==> src/hw/rtl/rhmh_pkg.sv <==
package rhmh_pkg;

  // Heap geometry and count width
  localparam int unsigned HEAP_DEPTH = 1024;
  localparam int unsigned CITE_BITS  = 16;
  localparam int unsigned CNT_W      = $clog2(HEAP_DEPTH + 1);
  localparam int unsigned ADDR_W     = $clog2(HEAP_DEPTH);
  localparam int unsigned POS_W      = CNT_W + 1;
  localparam int unsigned CMP_W      = (CITE_BITS > CNT_W) ? CITE_BITS : CNT_W;

  // Port widths fixed by the interface
  localparam int unsigned CITE_PORT_W = 16;
  localparam int unsigned H_PORT_W    = 11;

  // Heap memory access for the current cycle: one write and two reads
  typedef struct packed {
    logic                 we;
    logic [ADDR_W-1:0]    waddr;
    logic [CITE_BITS-1:0] wdata;
    logic [ADDR_W-1:0]    raddr_a;
    logic [ADDR_W-1:0]    raddr_b;
  } ram_req_t;

  // Result word handed to the output stage
  typedef struct packed {
    logic [CNT_W-1:0] h;
    logic             sat;
  } res_t;

  // Sequencer states
  typedef enum logic [8:0] {
    S_IDLE   = 9'b000000001,
    S_UP_RD  = 9'b000000010,
    S_UP_CMP = 9'b000000100,
    S_CHK    = 9'b000001000,
    S_POP_RD = 9'b000010000,
    S_POP_LD = 9'b000100000,
    S_DN_RD  = 9'b001000000,
    S_DN_CMP = 9'b010000000,
    S_FIN    = 9'b100000000
  } state_e;

  // 1-based heap position to 0-based memory address
  function automatic logic [ADDR_W-1:0] pos2addr(input logic [POS_W-1:0] p);
    logic [POS_W-1:0] tmp;
    tmp = p - POS_W'(1);
    return tmp[ADDR_W-1:0];
  endfunction

endpackage

==> src/hw/rtl/rhmh_seq.sv <==
module rhmh_seq (
  input  logic                           clk_i,
  input  logic                           rst_ni,
  input  logic                           in_valid_i,
  output logic                           in_ready_o,
  input  logic [rhmh_pkg::CITE_BITS-1:0] cite_i,
  input  logic                           new_case_i,
  output rhmh_pkg::ram_req_t             ram_o,
  input  logic [rhmh_pkg::CITE_BITS-1:0] rdata_a_i,
  input  logic [rhmh_pkg::CITE_BITS-1:0] rdata_b_i,
  output logic                           res_valid_o,
  input  logic                           res_ready_i,
  output rhmh_pkg::res_t                 res_o
);

  localparam int unsigned CNT_W  = rhmh_pkg::CNT_W;
  localparam int unsigned POS_W  = rhmh_pkg::POS_W;
  localparam int unsigned CMP_W  = rhmh_pkg::CMP_W;
  localparam int unsigned CITE_W = rhmh_pkg::CITE_BITS;
  localparam logic [CNT_W-1:0] DEPTH_C = CNT_W'(rhmh_pkg::HEAP_DEPTH);
  localparam logic [CNT_W-1:0] ONE_C   = CNT_W'(1);

  rhmh_pkg::state_e state_q, state_d;
  logic [CNT_W-1:0]  count_q, count_d;
  logic [CNT_W-1:0]  h_q, h_d;
  logic [CNT_W-1:0]  pos_q, pos_d;
  logic [CITE_W-1:0] val_q, val_d;
  logic [CITE_W-1:0] root_q, root_d;
  logic              sat_q, sat_d;

  logic [CNT_W-1:0]  cnt_eff, h_eff;
  logic [POS_W-1:0]  pos_x, pos2, pos2p1, cnt_x;
  logic              take_r;
  logic [CITE_W-1:0] child_v;
  logic [POS_W-1:0]  child_p;

  assign cnt_eff = new_case_i ? '0 : count_q;
  assign h_eff   = new_case_i ? '0 : h_q;
  assign pos_x   = POS_W'(pos_q);
  assign pos2    = {pos_q, 1'b0};
  assign pos2p1  = {pos_q, 1'b1};
  assign cnt_x   = POS_W'(count_q);

  // smaller child, right one wins ties
  assign take_r  = (pos2p1 <= cnt_x) && (rdata_b_i <= rdata_a_i);
  assign child_v = take_r ? rdata_b_i : rdata_a_i;
  assign child_p = take_r ? pos2p1 : pos2;

  assign in_ready_o  = (state_q == rhmh_pkg::S_IDLE);
  assign res_valid_o = (state_q == rhmh_pkg::S_FIN);
  assign res_o.h     = h_q;
  assign res_o.sat   = sat_q;

  // sequencer: sift-up, pop loop, sift-down with a moving hole
  always_comb begin
    state_d = state_q;
    count_d = count_q;
    h_d     = h_q;
    pos_d   = pos_q;
    val_d   = val_q;
    root_d  = root_q;
    sat_d   = sat_q;
    ram_o   = '0;

    unique case (state_q)
      rhmh_pkg::S_IDLE: begin
        if (in_valid_i) begin
          count_d = cnt_eff;
          h_d     = h_eff;
          sat_d   = 1'b0;
          state_d = rhmh_pkg::S_FIN;
          if (CMP_W'(cite_i) > CMP_W'(h_eff)) begin
            if (cnt_eff >= DEPTH_C) begin
              sat_d = 1'b1;
            end else begin
              count_d = cnt_eff + ONE_C;
              pos_d   = cnt_eff + ONE_C;
              val_d   = cite_i;
              state_d = rhmh_pkg::S_UP_RD;
            end
          end
        end
      end

      rhmh_pkg::S_UP_RD: begin
        if (pos_q == ONE_C) begin
          ram_o.we    = 1'b1;
          ram_o.waddr = rhmh_pkg::pos2addr(pos_x);
          ram_o.wdata = val_q;
          state_d     = (count_q > h_q) ? rhmh_pkg::S_CHK : rhmh_pkg::S_FIN;
        end else begin
          ram_o.raddr_a = rhmh_pkg::pos2addr(POS_W'(pos_q >> 1));
          state_d       = rhmh_pkg::S_UP_CMP;
        end
      end

      rhmh_pkg::S_UP_CMP: begin
        ram_o.we    = 1'b1;
        ram_o.waddr = rhmh_pkg::pos2addr(pos_x);
        if (val_q < rdata_a_i) begin
          ram_o.wdata = rdata_a_i;
          pos_d       = pos_q >> 1;
          state_d     = rhmh_pkg::S_UP_RD;
        end else begin
          ram_o.wdata = val_q;
          state_d     = (count_q > h_q) ? rhmh_pkg::S_CHK : rhmh_pkg::S_FIN;
        end
      end

      rhmh_pkg::S_CHK: begin
        if ((count_q != '0) && (CMP_W'(root_q) <= CMP_W'(h_q))) begin
          state_d = rhmh_pkg::S_POP_RD;
        end else begin
          if (count_q > h_q) begin
            h_d = count_q;
          end
          state_d = rhmh_pkg::S_FIN;
        end
      end

      rhmh_pkg::S_POP_RD: begin
        if (count_q == ONE_C) begin
          count_d = '0;
          state_d = rhmh_pkg::S_CHK;
        end else begin
          ram_o.raddr_a = rhmh_pkg::pos2addr(cnt_x);
          state_d       = rhmh_pkg::S_POP_LD;
        end
      end

      rhmh_pkg::S_POP_LD: begin
        // last entry becomes the value sifted down from the root
        val_d   = rdata_a_i;
        count_d = count_q - ONE_C;
        pos_d   = ONE_C;
        state_d = rhmh_pkg::S_DN_RD;
      end

      rhmh_pkg::S_DN_RD: begin
        if (pos2 > cnt_x) begin
          ram_o.we    = 1'b1;
          ram_o.waddr = rhmh_pkg::pos2addr(pos_x);
          ram_o.wdata = val_q;
          state_d     = rhmh_pkg::S_CHK;
        end else begin
          ram_o.raddr_a = rhmh_pkg::pos2addr(pos2);
          ram_o.raddr_b = rhmh_pkg::pos2addr(pos2p1);
          state_d       = rhmh_pkg::S_DN_CMP;
        end
      end

      rhmh_pkg::S_DN_CMP: begin
        ram_o.we    = 1'b1;
        ram_o.waddr = rhmh_pkg::pos2addr(pos_x);
        if (val_q > child_v) begin
          ram_o.wdata = child_v;
          pos_d       = child_p[CNT_W-1:0];
          state_d     = rhmh_pkg::S_DN_RD;
        end else begin
          ram_o.wdata = val_q;
          state_d     = rhmh_pkg::S_CHK;
        end
      end

      rhmh_pkg::S_FIN: begin
        if (res_ready_i) begin
          state_d = rhmh_pkg::S_IDLE;
        end
      end

      default: begin
        state_d = rhmh_pkg::S_IDLE;
      end
    endcase

    // shadow copy of the root entry
    if (ram_o.we && (ram_o.waddr == '0)) begin
      root_d = ram_o.wdata;
    end
  end

  // control state
  always_ff @(posedge clk_i or negedge rst_ni) begin
    if (!rst_ni) begin
      state_q <= rhmh_pkg::S_IDLE;
      count_q <= '0;
      h_q     <= '0;
      sat_q   <= 1'b0;
    end else begin
      state_q <= state_d;
      count_q <= count_d;
      h_q     <= h_d;
      sat_q   <= sat_d;
    end
  end

  // working payload
  always_ff @(posedge clk_i) begin
    pos_q  <= pos_d;
    val_q  <= val_d;
    root_q <= root_d;
  end

  // heap never outgrows its memory
  assert property (@(posedge clk_i) disable iff (!rst_ni)
    count_q <= DEPTH_C)
    else $error("heap count beyond depth");

  // between items the heap never holds more than h entries
  assert property (@(posedge clk_i) disable iff (!rst_ni)
    (state_q == rhmh_pkg::S_IDLE) |-> (count_q <= h_q))
    else $error("heap count above h between words");

  // hole position stays inside the heap while sifting
  assert property (@(posedge clk_i) disable iff (!rst_ni)
    ((state_q == rhmh_pkg::S_DN_RD) || (state_q == rhmh_pkg::S_UP_RD))
      |-> ((pos_q != '0) && (pos_q <= count_q)))
    else $error("sift position out of heap");

  // h only grows while a word is being worked on
  assert property (@(posedge clk_i) disable iff (!rst_ni)
    (state_q != rhmh_pkg::S_IDLE) |=> (h_q >= $past(h_q)))
    else $error("h decreased inside a word");

endmodule
==> config.mk <==
export PLATFORM = sky130hd
export DESIGN_NAME = rhmh_seq
export DESIGN_NICKNAME = d
export VERILOG_FILES = /design/src/hw/rtl/rhmh_pkg.sv /design/src/hw/rtl/rhmh_seq.sv
export SDC_FILE = /design/constraint.sdc
export NUM_CORES = 1
export LEC_CHECK = 0
export ABC_AREA = 1
export BUFFER_PORTS_ARGS = -buffer_cell sky130_fd_sc_hd__buf_4
export CAP_MARGIN = 20
export CORE_ASPECT_RATIO = 1.4
export CORE_MARGIN = 2
export CORE_UTILIZATION = 60
export CTS_BUF_LIST = sky130_fd_sc_hd__clkbuf_8
export DETAILED_ROUTE_END_ITERATION = 8
export HOLD_SLACK_MARGIN = 0.06
export PLACE_DENSITY = 0.94
export SLEW_MARGIN = 5
export SYNTH_ARGS = -nofsm -noshare
export SYNTH_HDL_FRONTEND = slang
export SYNTH_SLANG_ARGS = --single-unit
==> constraint.sdc <==
create_clock -name clk_i -period 4.75 [get_ports clk_i]
set_input_delay 0.7125 -clock clk_i [delete_from_list [all_inputs] [get_ports clk_i]]
set_output_delay 0.7125 -clock clk_i [all_outputs]
set_load 0.02 [all_outputs]
==> results.toml <==
[routing]
routed.top_layer = "met4"
via_per_inst = 6.55
drc = 6
wl_met2_um = 14100
drt-pass1-iter-count = 9
vias = 9199
wl_met1_um = 9360
drtIter0Drc = 1232
ant_nets = 0
wl_per_cell_um = 21.7
route.met3.wl_um = 3670
drt-total-wl_um = 30500

[sta]
max_slew.worst_pin.slew_ns = 1.27
slew_headroom_pct = 15.2
fin_crit_sh_pct = 108
max_freq_mhz = 195
rsz0062_at_grt = "true"
finClkSkew_ns = 0.00613
final.setup.worst_slack_ns = -0.380
maxSlewViolCount = 0
finalSetupTns_ns = -5.22
fin_crit_ns = 5.13
finalSetupViolations = 16
final_hold_viol_count = 0
hold_ws_ns = 0.283

[worst_setup_path]
crit_fanout = 8
timing.rr.start = "pos_q[6]"
cpMaxStageDelayCell = "ha_1"
worstPathRequired_ns = 4.04
reg2reg_setup_slack_ns = 0.50
max_stage_delay_ns = 0.31
worstSetupPathType = "in -> out"
crit_path_start_kind = "primary input"
critPathArrivalTime_ns = 4.42
cp-end-kind = "output port"
reg2regPathDepth = 24
r2r-end = "root_q[15]"

[job]
cap_violations = 0

[clocking]
cts_hold_buf = 0
cts_root_buffer = "clkbuf_8"
cts_buffer_depth = 2
htree_levels = 3
clk_latency_ns = 0.36
clkSinkCount = 75
path_clk_slew_ns = 0.09
tritoncts = "done"
numCtsBuffers = 9

[global_route]
grt_pass1_wl_um = 40000
grt-ovfl-total = 0
grt_max_degree = 48
grt_pass1_vias = 8471
grt_usage_pct = 37.4
grt_antenna_before_repair = 0

[synthesis]
yosysSeqAreaShare_pct = 27.4
ys_seq_elements = 75
syn_area_sq_mm = 0.00765
yosysWarnings = 0
syn-num-nets = 1256
syn_area_per_cell_sq_um = 6.92
synth_edf_count = 43
syn_inst = 1105
synth_top_flop_cell = "edfxtp_1"
async_reset_ff_share_pct = 42.7
synth_cell_types = 45

[layout]
num_antenna_cells = 0
nets = 1400
area_growth_pct = 24.3
ff_latch_area_sq_mm = 0.00209
fillCellCount = 829
final_util_pct = 76.9
drive_above_1_share_pct = 22.6
multi_input_area_sq_mm = 0.00511
fin_cells = 1404

[hold_path]
hp-class = "in -> async"

[placement]
dp.cells = 1367
place_congestion = 1.00
hpwl_um = 19400
io_buffers = 112

[die]
num_rows = 48
die_area_sq_mm = 0.0137
io_pins = 114
die_w_um = 99.4
design.core.area_sq_mm = 0.0124
initial_utilization_pct = 61.8
die_h_um = 138

[pwr]
irDropWorstVdd_v = 0.000289
leakage_nw = 4.85
finalPower_mw = 4.86
p_per_area_mw_per_mm2 = 510

[status]
outcome = "finished with violations"
violations = "design-rule violations, negative setup slack"
-- routing by layer --
layer	vias up	global-route usage, %
met4	0	27.2
li1	3943	-
met5	-	0
met1	4062	37.8
met2	858	68.2
met3	336	6.80
-- cell type report --
class | count | share of cell area [%]
multi-input cells | 845 | 53.7
flip-flops and latches | 75 | 22.0
repair buffers | 158 | 13.5
inverters | 160 | 6.31
well taps | 150 | 1.97
clock buffers | 9 | 1.30
clock inverters | 7 | 1.21
-- critical path: cells and delay by family --
kind / cells / cell delay [ns]
buffers and inverters: 5 / 0.66
AOI/OAI and AO/OA: 1 / 0.25
adders and majority gates: 2 / 0.61
and+or+nand+nor: 18 / 2.15
-- placed cells by master (no fill, tap or decap), types with 18 or more instances in the layout --
cell type / synthesis / layout
buf_4: 3 / 143
inv_2: 18 / 19
a21oi_1: 48 / 46
ha_1: 98 / 92
o21ai_0: 47 / 45
nand3_1: 91 / 79
dfrtp_1: 31 / 31
nor2_1: 107 / 103
o221ai_1: 18 / 18
nand2_1: 305 / 280
nand2_2: 6 / 25
xor2_1: 23 / 23
edfxtp_1: 43 / 43
inv_1: 141 / 141
-- cell usage after synthesis (3+ instances only) --
| cell | number | area [sq um] |
|---|---|---|
| nand4_1 | 14 | 87.6 |
| clkbuf_1 | 7 | 26.3 |
| nor2_1 | 107 | 402 |
| xnor2_1 | 4 | 35.0 |
| buf_4 | 3 | 22.5 |
| inv_1 | 141 | 529 |
| nand2_1 | 305 | 1140 |
| nand2_2 | 6 | 37.5 |
| a21oi_1 | 48 | 240 |
| dfrtp_1 | 31 | 776 |
| nor4_1 | 3 | 18.8 |
| nand4_2 | 3 | 37.5 |
| o221ai_1 | 18 | 158 |
| xor2_1 | 23 | 201 |
| nor2_2 | 11 | 68.8 |
| edfxtp_1 | 43 | 1290 |
| nand3_1 | 91 | 455 |
| buf_2 | 13 | 65.1 |
| or2_2 | 3 | 18.8 |
| o21a_1 | 6 | 45.0 |
| ha_1 | 98 | 1230 |
| o21ai_0 | 47 | 235 |
| buf_6 | 3 | 33.8 |
| o21bai_1 | 3 | 22.5 |
| nor3_1 | 14 | 70.1 |
| inv_2 | 18 | 67.6 |
| o21ai_1 | 12 | 60.1 |
| a21oi_2 | 10 | 87.6 |
-- per-stage QoR --
stage | setup WS [ns] | instance area, sq um
2_1_floorplan | 0.561 | 7650
4_1_cts | 0.0131 | 9040
3_3_place_gp | -0.0171 | 8740
6_report | -0.380 | 9510
3_5_place_dp | -0.144 | 8740
5_1_grt | -0.488 | 9510
-- how the worst max path moves through the flow --
stage / cells after the start / from / slack (ns) / end
2_1_floorplan: 27 / rdata_a_i[1] / 0.56 / ram_o[20]
3_5_place_dp: 26 / rdata_a_i[11] / -0.14 / ram_o[35]
4_1_cts: 26 / pos_q[5] / 0.01 / ram_o[35]
6_report: 26 / rdata_a_i[14] / -0.38 / ram_o[35]
3_3_place_gp: 26 / rdata_a_i[11] / -0.02 / ram_o[31]
5_1_grt: 23 / pos_q[6] / -0.49 / ram_o[35]
-- sequential cells by signal, indices dropped and copies added, names as in the netlist --
register	count
h_q	11
sat_q	1
count_q	11
pos_q	11
root_q	16
val_q	16
state_q	9
-- cell families after synthesis --
| kind of cell | after synthesis | synth area share [%] |
|---|---|---|
| simple gates | 565 | 31.6 |
| buf+inv | 186 | 9.78 |
| compound gates | 153 | 12.1 |
| fa+ha+maj | 98 | 16.0 |
| flops | 75 | 27.4 |
| xor+xnor | 27 | 3.09 |
| other cells | 1 | 0.0490 |
-- report_power, final --
part	internal, mW	switching (mW)	leakage (nW)	total [mW]
Combinational	1.14	2.02	3.91	3.16
Clock	0.349	0.281	0.125	0.630
Sequential	0.896	0.169	0.813	1.07
Total	2.38	2.47	4.85	4.86
-- repair_timing --
action	CTS	global route
buffers inserted	4	12
gates resized for setup	4	71
cloned	0	4
setup endpoints to repair	16	16
pin swaps	1	21
Note: power is estimated with default switching activity, not from simulation.
